<file path="config.mk">
export PLATFORM = sky130hd
export DESIGN_NAME = rv64cs_exu
export DESIGN_NICKNAME = d
export VERILOG_FILES = /design/src/rtl/core/rv64cs_pkg.sv /design/src/rtl/core/rv64cs_exu.sv
export SDC_FILE = /design/constraint.sdc
export NUM_CORES = 1
export LEC_CHECK = 0
export BUFFER_PORTS_ARGS = -buffer_cell sky130_fd_sc_hd__clkbuf_2
export CAP_MARGIN = 30
export CELL_PAD_IN_SITES_DETAIL_PLACEMENT = 1
export CELL_PAD_IN_SITES_GLOBAL_PLACEMENT = 2
export CORE_MARGIN = 2
export CORE_UTILIZATION = 26
export DETAILED_ROUTE_END_ITERATION = 7
export PLACE_DENSITY_LB_ADDON = 0.1
export SLEW_MARGIN = 40
export SYNTH_ARGS = -nofsm -noshare
export SYNTH_HDL_FRONTEND = slang
export SYNTH_SLANG_ARGS = --single-unit
</file>
<file path="constraint.sdc">
create_clock -name vclk -period 4.5
set_input_delay 0.45 -clock vclk [all_inputs]
set_output_delay 0.45 -clock vclk [all_outputs]
set_load 0.01 [all_outputs]
</file>
<file path="src/rtl/core/rv64cs_pkg.sv">
// shared types, constants and decode function for the rv64 subset core step unit
package rv64cs_pkg;

  localparam int unsigned MemWords = 4096;
  localparam int unsigned MemAw    = $clog2(MemWords);
  localparam int unsigned NumRegs  = 32;
  localparam int unsigned RegAw    = $clog2(NumRegs);
  localparam int unsigned Xlen     = 64;
  localparam int unsigned PcW      = 12;

  localparam logic [Xlen-1:0]  SpReset = 64'd16384;
  localparam logic [RegAw-1:0] SpIdx   = 5'd2;

  localparam logic [6:0] OPC_REG    = 7'h33;
  localparam logic [6:0] OPC_IMM    = 7'h13;
  localparam logic [6:0] OPC_LOAD   = 7'h03;
  localparam logic [6:0] OPC_STORE  = 7'h23;
  localparam logic [6:0] OPC_BRANCH = 7'h63;
  localparam logic [6:0] OPC_JAL    = 7'h6f;

  localparam logic [6:0] F7_ADD = 7'h00;
  localparam logic [6:0] F7_SUB = 7'h20;

  localparam logic [2:0] F3_ADD   = 3'd0;
  localparam logic [2:0] F3_DWORD = 3'd3;
  localparam logic [2:0] F3_BEQ   = 3'd0;
  localparam logic [2:0] F3_BNE   = 3'd1;
  localparam logic [2:0] F3_BLT   = 3'd4;
  localparam logic [2:0] F3_BGE   = 3'd5;

  typedef enum logic [1:0] {
    REQ_WR    = 2'd0,
    REQ_EXEC  = 2'd1,
    REQ_RDREG = 2'd2,
    REQ_NONE  = 2'd3
  } req_e;

  typedef enum logic [1:0] {
    ST_DONE = 2'd0,
    ST_HALT = 2'd1,
    ST_BAD  = 2'd2,
    ST_ACC  = 2'd3
  } status_e;

  typedef enum logic [2:0] {
    OP_ADD,
    OP_SUB,
    OP_ADDI,
    OP_LD,
    OP_SD,
    OP_BR,
    OP_JAL,
    OP_BAD
  } op_e;

  typedef struct packed {
    req_e        req_type;
    logic [11:0] mem_addr;
    logic [31:0] mem_data;
    logic [4:0]  reg_index;
  } req_t;

  typedef struct packed {
    status_e            status;
    logic [PcW-1:0]     pc_now;
    logic signed [63:0] reg_value;
  } rsp_t;

  typedef struct packed {
    logic             en;
    logic [MemAw-1:0] addr;
    logic [31:0]      data;
  } mem_wr_t;

  typedef struct packed {
    logic             en;
    logic [RegAw-1:0] addr;
    logic [Xlen-1:0]  data;
  } rf_wr_t;

  typedef struct packed {
    logic             rf_we;
    logic [Xlen-1:0]  rf_wdata;
    logic [PcW-1:0]   next_pc;
    logic [MemAw-1:0] lo_addr;
    logic [MemAw-1:0] hi_addr;
    logic [31:0]      st_lo;
    logic [31:0]      st_hi;
  } exu_res_t;

  function automatic op_e decode_op(input logic [31:0] w);
    logic [6:0] opc;
    logic [2:0] f3;
    logic [6:0] f7;
    op_e        op;
    opc = w[6:0];
    f3  = w[14:12];
    f7  = w[31:25];
    op  = OP_BAD;
    case (opc)
      OPC_REG: begin
        if (f3 == F3_ADD && f7 == F7_ADD) begin
          op = OP_ADD;
        end else if (f3 == F3_ADD && f7 == F7_SUB) begin
          op = OP_SUB;
        end
      end
      OPC_IMM: begin
        if (f3 == F3_ADD) op = OP_ADDI;
      end
      OPC_LOAD: begin
        if (f3 == F3_DWORD) op = OP_LD;
      end
      OPC_STORE: begin
        if (f3 == F3_DWORD) op = OP_SD;
      end
      OPC_BRANCH: begin
        if (f3 == F3_BEQ || f3 == F3_BNE || f3 == F3_BLT || f3 == F3_BGE) op = OP_BR;
      end
      OPC_JAL: begin
        op = OP_JAL;
      end
      default: begin
        op = OP_BAD;
      end
    endcase
    return op;
  endfunction

endpackage

</file>
<file path="src/rtl/core/rv64cs_exu.sv">
// execute unit: alu, branch compare, jump target and load/store address
module rv64cs_exu (
  input  logic [31:0]                   instr_i,
  input  rv64cs_pkg::op_e               op_i,
  input  logic [rv64cs_pkg::PcW-1:0]    pc_i,
  input  logic [rv64cs_pkg::Xlen-1:0]   rs1_i,
  input  logic [rv64cs_pkg::Xlen-1:0]   rs2_i,
  output rv64cs_pkg::exu_res_t          res_o
);
  import rv64cs_pkg::*;

  logic [Xlen-1:0]  imm_i, imm_s, imm_ls;
  logic [MemAw+1:0] ls_addr;
  logic [12:0]      braw;
  logic [20:0]      jraw;
  logic [PcW-1:0]   boff, joff, pc_inc;
  logic [2:0]       f3;
  logic             eq, lt, take;

  assign imm_i  = {{52{instr_i[31]}}, instr_i[31:20]};
  assign imm_s  = {{52{instr_i[31]}}, instr_i[31:25], instr_i[11:7]};
  assign imm_ls = (op_i == OP_SD) ? imm_s : imm_i;
  assign pc_inc = pc_i + 12'd1;
  assign f3     = instr_i[14:12];

  // byte offsets to word offsets, rounding toward zero for negative odd quotients
  assign braw = {instr_i[31], instr_i[7], instr_i[30:25], instr_i[11:8], 1'b0};
  assign boff = {braw[12], braw[12:2]} + {11'd0, braw[12] & braw[1]};
  assign jraw = {instr_i[31], instr_i[19:12], instr_i[20], instr_i[30:21], 1'b0};
  assign joff = jraw[13:2] + {11'd0, jraw[20] & jraw[1]};

  // only the word index bits of the byte address matter
  assign ls_addr = rs1_i[MemAw+1:0] + imm_ls[MemAw+1:0];

  assign eq = (rs1_i == rs2_i);
  assign lt = ($signed(rs1_i) < $signed(rs2_i));

  always_comb begin
    case (f3)
      F3_BEQ:  take = eq;
      F3_BNE:  take = !eq;
      F3_BLT:  take = lt;
      F3_BGE:  take = !lt;
      default: take = 1'b0;
    endcase
  end

  always_comb begin
    res_o          = '0;
    res_o.next_pc  = pc_inc;
    res_o.lo_addr  = ls_addr[MemAw+1:2];
    res_o.hi_addr  = ls_addr[MemAw+1:2] + 1'b1;
    res_o.st_lo    = rs2_i[31:0];
    res_o.st_hi    = rs2_i[63:32];
    case (op_i)
      OP_ADD: begin
        res_o.rf_we    = 1'b1;
        res_o.rf_wdata = rs1_i + rs2_i;
      end
      OP_SUB: begin
        res_o.rf_we    = 1'b1;
        res_o.rf_wdata = rs1_i - rs2_i;
      end
      OP_ADDI: begin
        res_o.rf_we    = 1'b1;
        res_o.rf_wdata = rs1_i + imm_i;
      end
      OP_BR: begin
        if (take) res_o.next_pc = pc_i + boff;
      end
      OP_JAL: begin
        res_o.rf_we    = 1'b1;
        res_o.rf_wdata = {{(Xlen-PcW){1'b0}}, pc_inc};
        res_o.next_pc  = pc_i + joff;
      end
      default: begin
        res_o.rf_we = 1'b0;
      end
    endcase
  end

endmodule

</file>
==> After elaboration in Yosys (flattened, before gate mapping) <==
Cells that the tools add are included.
{ "totals": {"out_inout_bits": 165, "ram_bits": 0, "elab_cells": 33, "n_memories": 0, "reg_bits": 0, "in_bits": 175, "latch_bits": 0, "rom_bits": 0} }
{ "op_classes": {"magnitude_cmp": 1, "n_eq_ne": 9, "mux": 6, "bitwise_logic": 2, "n_div": 0, "shift": 0, "mul": 0, "reduce_logical": 5, "n_addsub": 10} }
{ "op_table": {"columns": ["op", "count"], "rows": [
  ["64-bit case mux with 4 select lines", 1],
  ["64-bit adder", 2],
  ["64-bit == test", 1],
  ["64-bit less-than comparator", 1],
  ["64-bit subtractor", 1],
  ["12-bit by 1-bit adder with 12-bit output (second input constant)", 2],
  ["12-bit adder", 2],
  ["12-bit case mux with 2 select lines", 1],
  ["3-bit == test (second input constant)", 5],
  ["14-bit adder", 1],
  ["11-bit by 2-bit adder with 12-bit output", 1],
  ["12-bit by 1-bit adder with 12-bit output", 1],
  ["12-bit 2-to-1 mux", 1],
  ["3-bit by 1-bit == test with 1-bit output (second input constant)", 2],
  ["3-bit logical NOT", 2],
  ["5-bit 2-to-1 mux", 1],
  ["1-bit case mux with 4 select lines", 1],
  ["4-bit OR reduction", 1],
  ["3-bit by 2-bit == test with 1-bit output (second input constant)", 1],
  ["1-bit bitwise AND", 2],
  ["1-bit logical NOT", 2],
  ["1-bit 2-to-1 mux", 1]
]} }

==> Longest topological paths before layout <==
Gate-level depths: netlist of run 1.
{ "logic_depth": {"depth_word": 5, "depth_mapped": 19, "mapped_depth_nobuf": 16} }

==> Worst setup path before layout of run 1 <==
OpenSTA, ideal clock, no wires.
{ "synth_path": {"path_kind": "in2out", "from": "input op_i[2]", "to": "output res_o[159] (netlist name)", "n_path_buf": 2, "setup_slack_ns": -0.210, "t_required_ns": 4.050, "t_arrival_ns": 4.260, "cell_stages": 17, "path_cell_list": "clkbuf_1 nor2_1 nand2_1 clkbuf_1 mux2_2 ha_1 a21oi_1 o21ai_0 a2111oi_0 a211oi_1 nor3_1 o31a_1 o21a_1 o21bai_1 a311oi_1 xor2_1 o22ai_1"} }
{ "synth_lines": {"columns": ["element", "line", "rtl"], "rows": [
  ["from (decl)", "rv64cs_exu.sv:4", "input rv64cs_pkg::op_e op_i,"],
  ["to (decl)", "rv64cs_exu.sv:8", "output rv64cs_pkg::exu_res_t res_o"]
]} }

==> results.md, run 1 <==
- Synthesized cell area: 11,000 µm²
- Count of maximum capacitance violations: 0
- Global route overflow: 0
- Hold Buf Count CTS: 0
- Cell variety after synth: slightly below 80
- Start point of the worst min-delay path: rs2_i[59]
- RSZ-0062 raised after global routing: true
- DP Area: 15,300 µm²
- Final Slew Violations: 0
- Number of warnings issued by yosys: 0
- Largest net degree at the start of global routing: 33
- Area grow syn2layout: 53.3%
- Die area: 43,900 µm²
- CP Capture Type: primary output
- Area contributors post-synth: sky130_fd_sc_hd__ha_1 18%, sky130_fd_sc_hd__a21o_1 8.6%, sky130_fd_sc_hd__xnor2_1 7.5%
- Switching pwr: 0.00159 W
- Global-route wire length before repair: 86,900 µm
- Die Height: 209 µm
- Share of power burned in the clock network: 0
- Starting utilization of the core area: 0.263
- Post-Syn Nets: 1,967
- Sequential cell count: 0
- Net count, final: 2,561
- Setup CP Type: in2out
- Final worst path period need: 4.49 ns
- Synth area leader: sky130_fd_sc_hd__ha_1
- Data required time of the critical path: roughly 4.1 ns
- Number of hold-slack violations in the final timing report: 0
- Number of antenna-violating nets in the routed design: 0
- Number of standard cells after synthesis: around 1,600
- Sequential-to-total area share from yosys stat: 0
- Run status: finished, final reports clean
- Part of the power in registers: 0
- # rows: 75
- Leak: 8.53 nW
- RePlAce Congestion: 0.898
- Fraction of power consumed by combinational cells: 1.000
- CP Data Arrival Time: between 4 and 5 ns
- Internal power contribution: 0.00133 W
- Port Buf Inserts: 328
- Path type of the worst min-delay path: in2out
- Critical path startpoint category: input port
- Top-level I/O count: 340
- Clock buffer instance count of the final layout: 0
- Crit share post-route: 0.997
- Number of iterations in the first detailed-routing pass: 5
- Number of antenna violations at the first check in global routing: 0
- Final setup violation count: 0
- WL final: approximately 58,000 µm
- Fmax: 0.223 GHz
- Final cell utilization of the core: 0.403
- Reg area: 0 µm²
- Launching instance or port of the critical path: op_i[2]
- Fraction of final layout cells with drive strength greater than 1: 0.410
- Number of global-route vias before repair: 14,904
- Worst IR Drop VDD: 69.4 µV
- Via count: 14,423
- Post-DR vias/cell: 5.22
- Routed wire per std cell: 21.1 µm
- DRC violation count after routing: 0
- Area of the core: approximately 42,000 µm²
- Average cell area after synthesis: 6.73 µm²
- Proportion of total power due to net switching: 0.543
- Accumulated negative setup slack: 0 ns
- Area share of the largest cell type after synthesis: 0.177
- Combined global-route utilization of all metal layers: 0.251
- Slew Limit Headroom: 0.423
- Number of inserted diodes: 0
- Chip Width: 209 µm
- Iteration-0 DRC Markers: 659
- Final Cell Area: 16,800 µm²
- Slew at the pin with the worst max-slew slack: 0.865 ns
- Power per standard cell area: ~170 nW/µm²
- CP max FO: 4
- Half-perimeter wire length after detailed placement: 49,900 µm
[layout by cell type, fill, tap and decap left out, types with 18 or more instances in the layout]
cell type,Yosys,layout
sky130_fd_sc_hd__a21o_1,126,126
sky130_fd_sc_hd__a21oi_1,158,137
sky130_fd_sc_hd__a21oi_2,1,21
sky130_fd_sc_hd__buf_4,65,384
sky130_fd_sc_hd__clkbuf_2,0,309
sky130_fd_sc_hd__ha_1,155,132
sky130_fd_sc_hd__ha_4,0,22
sky130_fd_sc_hd__inv_1,109,107
sky130_fd_sc_hd__nand2_1,139,132
sky130_fd_sc_hd__nand3_1,50,44
sky130_fd_sc_hd__nand4_1,37,37
sky130_fd_sc_hd__nor2_1,86,81
sky130_fd_sc_hd__nor3_1,24,19
sky130_fd_sc_hd__o21a_1,19,18
sky130_fd_sc_hd__o21ai_0,98,83
sky130_fd_sc_hd__o21bai_1,23,22
sky130_fd_sc_hd__o22ai_1,52,47
sky130_fd_sc_hd__xnor2_1,94,90
sky130_fd_sc_hd__xor2_1,75,74
[what timing repair did]
action,CTS,global route
pin swaps,49,84
gates cloned,2,3
endpoints found under the setup margin,39,40
resized for setup,105,112
buffers inserted,19,26
[path summary, 6_finish.rpt]
kind | depth (start not counted) | endpoint
worst min-delay path | 2 | res_o[27]
worst max-delay path | 22 | res_o[163]
[synth_stat cells, types with 4 or more instances]
| cell type | number |
|---|---|
| sky130_fd_sc_hd__o21ai_1 | 4 |
| sky130_fd_sc_hd__fa_1 | 6 |
| sky130_fd_sc_hd__a21oi_1 | 158 |
| sky130_fd_sc_hd__o21bai_1 | 23 |
| sky130_fd_sc_hd__nand4_1 | 37 |
| sky130_fd_sc_hd__o211ai_1 | 8 |
| sky130_fd_sc_hd__and2_1 | 10 |
| sky130_fd_sc_hd__mux2_2 | 13 |
| sky130_fd_sc_hd__nor3_1 | 24 |
| sky130_fd_sc_hd__or3_1 | 6 |
| sky130_fd_sc_hd__o21ai_0 | 98 |
| sky130_fd_sc_hd__a22oi_1 | 10 |
| sky130_fd_sc_hd__o31ai_1 | 7 |
| sky130_fd_sc_hd__a31o_2 | 4 |
| sky130_fd_sc_hd__o221ai_1 | 14 |
| sky130_fd_sc_hd__or2_2 | 7 |
| sky130_fd_sc_hd__a21o_1 | 126 |
| sky130_fd_sc_hd__nor2b_1 | 14 |
| sky130_fd_sc_hd__o22ai_1 | 52 |
| sky130_fd_sc_hd__o21a_1 | 19 |
| sky130_fd_sc_hd__and3_1 | 12 |
| sky130_fd_sc_hd__a221oi_1 | 6 |
| sky130_fd_sc_hd__buf_4 | 65 |
| sky130_fd_sc_hd__a41oi_1 | 4 |
| sky130_fd_sc_hd__a211oi_1 | 11 |
| sky130_fd_sc_hd__a31oi_1 | 19 |
| sky130_fd_sc_hd__o221a_2 | 5 |
| sky130_fd_sc_hd__buf_2 | 4 |
| sky130_fd_sc_hd__o31a_1 | 4 |
| sky130_fd_sc_hd__nor4_1 | 6 |
| sky130_fd_sc_hd__inv_1 | 109 |
| sky130_fd_sc_hd__nor2_1 | 86 |
| sky130_fd_sc_hd__nand2b_1 | 11 |
| sky130_fd_sc_hd__nand3_1 | 50 |
| sky130_fd_sc_hd__and4_1 | 5 |
| sky130_fd_sc_hd__xor2_1 | 75 |
| sky130_fd_sc_hd__ha_1 | 155 |
| sky130_fd_sc_hd__nand2_1 | 139 |
| sky130_fd_sc_hd__clkbuf_1 | 75 |
| sky130_fd_sc_hd__xnor2_1 | 94 |
[cells by family (layout without fill, tap and decap cells)]
| group | Yosys count | count (layout) | share of synthesized area |
|---|---|---|---|
| compound gates | 609 | 609 | 0.365 |
| xor+xnor | 169 | 169 | 0.135 |
| mux | 15 | 15 | 0.0152 |
| fa+ha+maj | 161 | 161 | 0.188 |
| simple gates | 423 | 423 | 0.187 |
| buf+inv | 254 | 846 | 0.110 |
[area by class of cell]
| cell class | instances | area [µm²] |
|---|---|---|
| fillers | 5331 | 24900 |
| inverters | 109 | 412 |
| multi-input cells | 1377 | 10800 |
| well taps | 539 | 674 |
| repair buffers | 737 | 4970 |
[critical path, cell delays in order]
cell and delay, ns:
sky130_fd_sc_hd__buf_8 0.08, sky130_fd_sc_hd__nor2_4 0.04, sky130_fd_sc_hd__buf_6 0.11, sky130_fd_sc_hd__and3_4 0.22, sky130_fd_sc_hd__buf_12 0.15, sky130_fd_sc_hd__buf_12 0.13
sky130_fd_sc_hd__a21o_1 0.15, sky130_fd_sc_hd__ha_1 0.31, sky130_fd_sc_hd__nand2_2 0.08, sky130_fd_sc_hd__nor3_2 0.18, sky130_fd_sc_hd__buf_4 0.14, sky130_fd_sc_hd__nand3_2 0.09
sky130_fd_sc_hd__a211oi_4 0.22, sky130_fd_sc_hd__nor3_4 0.07, sky130_fd_sc_hd__o31a_1 0.36, sky130_fd_sc_hd__o21a_1 0.25, sky130_fd_sc_hd__buf_6 0.15, sky130_fd_sc_hd__o311a_4 0.38
sky130_fd_sc_hd__o21ai_4 0.17, sky130_fd_sc_hd__nand2b_4 0.06, sky130_fd_sc_hd__o22ai_2 0.09, sky130_fd_sc_hd__buf_2 0.15
[through the flow]
stage          hold WS [ns]  instances  total power (W)  setup WS [ns]
6_report               1.12       2762          0.00292         0.0115
5_1_grt                1.13       2762          0.00316         -0.150
4_1_cts                1.12       2738          0.00278        -0.0129
3_5_place_dp           1.12       2719          0.00264         -0.452
3_3_place_gp           1.12       2719          0.00261         -0.431
2_1_floorplan         0.992       1631          0.00149         0.0333
[power by group through the flow]
stage	Clock [W]	Combinational, W	Sequential [W]
2_1_floorplan	0	0.00149	0
3_3_place_gp	0	0.00261	0
3_5_place_dp	0	0.00264	0
4_1_cts	0	0.00278	0
5_1_grt	0	0.00316	0
6_report	0	0.00292	0
[per-layer routing]
metal,vias up,global-route usage,routed length (µm)
met5,-,0,0
met4,0,0.0451,1270
met1,6875,0.350,27700
met2,379,0.427,26900
li1,7109,-,-
met3,60,0.0160,2380
Power figures use the tool's default switching activity.
==> run 2, diff against run 1 <==
Settings changed: ABC_AREA set to 1, CORE_UTILIZATION 26 to 25.
==> run 2 against run 1 <==
Net effect:
- wire length is 35% higher
- synthesized area is 23% higher
- first-iteration DRC count grew 17%
- combinational power increased by 1%
- clock-buffer cell count unchanged
- global-route usage up 2.0 points
==> results.md, run 2 <==
- Synthesized-area fraction occupied by xor and xnor cells: 0.0415 (-0.0934)
- Most common cell in the synthesized netlist: sky130_fd_sc_hd__nand2_1
- Slew Limit Headroom: 0.477 (+0.0537)
- Global-route wire length before repair: 116,000 µm (+33%)
- Fraction of final layout cells with drive strength greater than 1: 0.229 (-0.181)
- Area grow syn2layout: 29.7%
- CP max FO: 17 (+13)
- Number of standard cells after synthesis: 2,584 (+58%)
- Number of warnings issued by yosys: 0 (unchanged)
- RSZ-0062 raised after global routing: true
- Via count: 18,601 (+29%)
- Final setup violation count: 0 (unchanged)
- Delay contributed by the slowest stage of the critical path: 0.34 ns (-0.04 ns)
- CP Data Arrival Time: 3.84 ns (-0.20 ns)
- Accumulated negative setup slack: 0 ns (unchanged)
- Cell variety after synth: 54 (-32%)
- Multiplexer fraction of the synthesized cell area: 0.00251 (-0.0127)
- Number of hold-slack violations in the final timing report: 0 (unchanged)
- Number of antenna violations at the first check in global routing: 0 (unchanged)
- Data required time of the critical path: 4.05 ns (about the same)
- Iteration-0 DRC Markers: 771 (+17%)
- Final Slew Violations: 0 (unchanged)
- Hold Path Stages: 2 (unchanged)
- Area fraction in compound gates after synthesis: 0.251 (-0.114)
- WL final: 78,800 µm (+35%)
- Reg area: 0 µm² (unchanged)
- Highest-count cells in the layout ignoring fill and taps: 571 x sky130_fd_sc_hd__nand2_1, 460 x sky130_fd_sc_hd__inv_1, 328 x sky130_fd_sc_hd__clkbuf_2
- Fmax: 0.233 GHz (+4.7%)
- Setup CP Type: in2out
- Port Buf Inserts: 328 (unchanged)
- Most numerous cell on the critical path: sky130_fd_sc_hd__inv_1
- Number of global-route vias before repair: 19,427 (+30%)
- Run status: finished, final reports clean
- Half-perimeter wire length after detailed placement: 70,400 µm (+41%)
- Min setup slack post-route: 0.213 ns (+0.201 ns)
- Clock buffer instance count of the final layout: 0 (unchanged)
- DRC violation count after routing: 0 (unchanged)
- Sequence of cells on the critical path: clkbuf_2 -> inv_1 -> nand2_1 -> nor2_4 -> inv_1 -> or2_4 -> buf_12 -> buf_12 -> o21ai_0 -> inv_1 -> ha_1 -> inv_1 -> o21ai_0 -> a31oi_1 -> buf_4 -> o21ai_1 -> o21bai_2 -> inv_1 -> nand3b_1 -> nand3_1 -> nand2_1 -> clkbuf_2
- Die Height: 236 µm (+13%)
- Routed wire per std cell: 21.0 µm (-0.56%)
- Cell at the slowest stage of the critical path: sky130_fd_sc_hd__ha_1
- Crit share post-route: 0.953 (-0.0447)
- Area contributors post-synth: sky130_fd_sc_hd__nand2_1 16%, sky130_fd_sc_hd__ha_1 14%, sky130_fd_sc_hd__inv_1 13%
- Area of the core: 53,600 µm² (+28%)
- Number of inserted diodes: 0 (unchanged)
- Post-DR vias/cell: 4.95 (-5.2%)
- Path type of the worst min-delay path: in2out
- Number of iterations in the first detailed-routing pass: 5 (unchanged)
- Sequential-to-total area share from yosys stat: 0 (unchanged)
- Commonest cells in the netlist: 573 x sky130_fd_sc_hd__nand2_1, 460 x sky130_fd_sc_hd__inv_1, 270 x sky130_fd_sc_hd__nor2_1
- Hold Buf Count CTS: 0 (unchanged)
- Area share of the largest cell type after synthesis: 0.160 (-0.0172)
- Chip Width: 236 µm (+13%)
- Most common library cell in the layout ignoring fill and taps: sky130_fd_sc_hd__nand2_1
- Final Cell Area: 17,500 µm² (+4.0%)
- Filler instances: 7,437 (+40%)
- Post-Syn Nets: 2,920 (+48%)
- Critical path startpoint category: input port
- Worst-case setup slack after placement: -0.193 ns (+0.259 ns)
- Largest net degree at the start of global routing: 51 (+55%)
- Worst IR Drop VDD: 72.1 µV (+4.0%)
- Power per standard cell area: 169 nW/µm² (-2.5%)
- Synthesized cell area: 13,500 µm² (+23%)
- Top-level I/O count: 340 (unchanged)
- Starting utilization of the core area: 0.251 (-0.0113)
- Sequential cell count: 0 (unchanged)
- Net count, final: 3,398 (+33%)
- Final worst path period need: 4.29 ns (-0.201 ns)
- Combined global-route utilization of all metal layers: 0.271 (+0.0201)
- Simple-gate portion of the synthesized area: 0.376 (+0.189)
- CP Capture Type: primary output
- Main combinational cell family by area after synthesis: simple AND/OR/NAND/NOR gates
- Power consumption: 0.00296 W (+1.4%)
- Share of synthesized cell area in full adder, half adder and majority cells: 0.153 (-0.0349)
- Slew at the pin with the worst max-slew slack: 0.781 ns (-0.0836 ns)
- Average cell area after synthesis: 5.22 µm² (-22%)
- Global route overflow: 0 (unchanged)
- # rows: 85 (+13%)
- Leak: 9.37 nW (+9.8%)
- RePlAce Congestion: 0.944 (+5.2%)
- Die area: 55,800 µm² (+27%)
- Number of antenna-violating nets in the routed design: 0 (unchanged)
- DP Area: 17,300 µm² (+13%)
- Count of maximum capacitance violations: 0 (unchanged)
- Synth area leader: sky130_fd_sc_hd__nand2_1
## run 2: changes by cell type in the layout (fill, tap and decap cells not counted), sizes merged, moves of 145 or more
cell and change:
nor2 +193, nand2 +459, inv +355, buf -177
o21ai +151, nand3 +145
## run 2: path summary, 6_finish.rpt
path                 start    endpoint  slack, ns
setup / recovery   op_i[0]  res_o[145]       0.21
hold / removal    rs2_i[1]   res_o[33]       1.10
## run 2: stage by stage
stage / hold WS, ns / instances / utilization
after global placement: 1.10 / 3754 / 0.322
after floorplan: 0.992 / 2584 / -
after detailed placement: 1.11 / 3754 / 0.322
final: 1.10 / 3756 / 0.326
after global routing: 1.11 / 3756 / 0.326
after CTS: 1.11 / 3754 / 0.322
## run 2: cells by family after synthesis
| kind of cell | after synthesis |
|---|---|
| buffers and inverters | 563 |
| AO/OA/AOI/OAI | 614 |
| XOR/XNOR | 63 |
| AND/OR/NAND/NOR | 1180 |
| adder cells (fa/ha/maj) | 161 |
| multiplexers | 3 |
## run 2: final cells by class
class / instances / area [µm²] / share of cell area
Multi-Input combinational cell: 2021 / 11300 / 0.646
Timing Repair Buffer: 574 / 3570 / 0.204
Inverter: 465 / 1750 / 0.0998
Tap cell: 696 / 871 / 0.0498
## run 2: repair_timing
item | CTS | global route
cloned | 0 | 1
setup buffers | 0 | 1
endpoints found under the setup margin | 13 | 42
gates resized for setup | 10 | 45
pin swaps | 0 | 2
## run 2: worst max-delay path: cells and delay by family
kind                       cells  cell delay, ns
AOI/OAI and AO/OA              5            0.97
and+or+nand+nor                6            0.94
buffers and inverters         10            1.09
adders and majority gates      1            0.34
## run 2: report_power, final
group          internal [W]  switching [W]
Sequential                0              0
Combinational       0.00112        0.00184
Clock                     0              0
Total               0.00112        0.00184
## run 2: per-layer routing
| layer | wire length (µm) | track usage | share of wire |
|---|---|---|---|
| met1 | 36900 | 0.358 | 0.47 |
| met4 | 1750 | 0.0529 | 0.022 |
| met3 | 1790 | 0.00702 | 0.023 |
| met5 | 0 | 0 | 0 |
| met2 | 38300 | 0.491 | 0.49 |
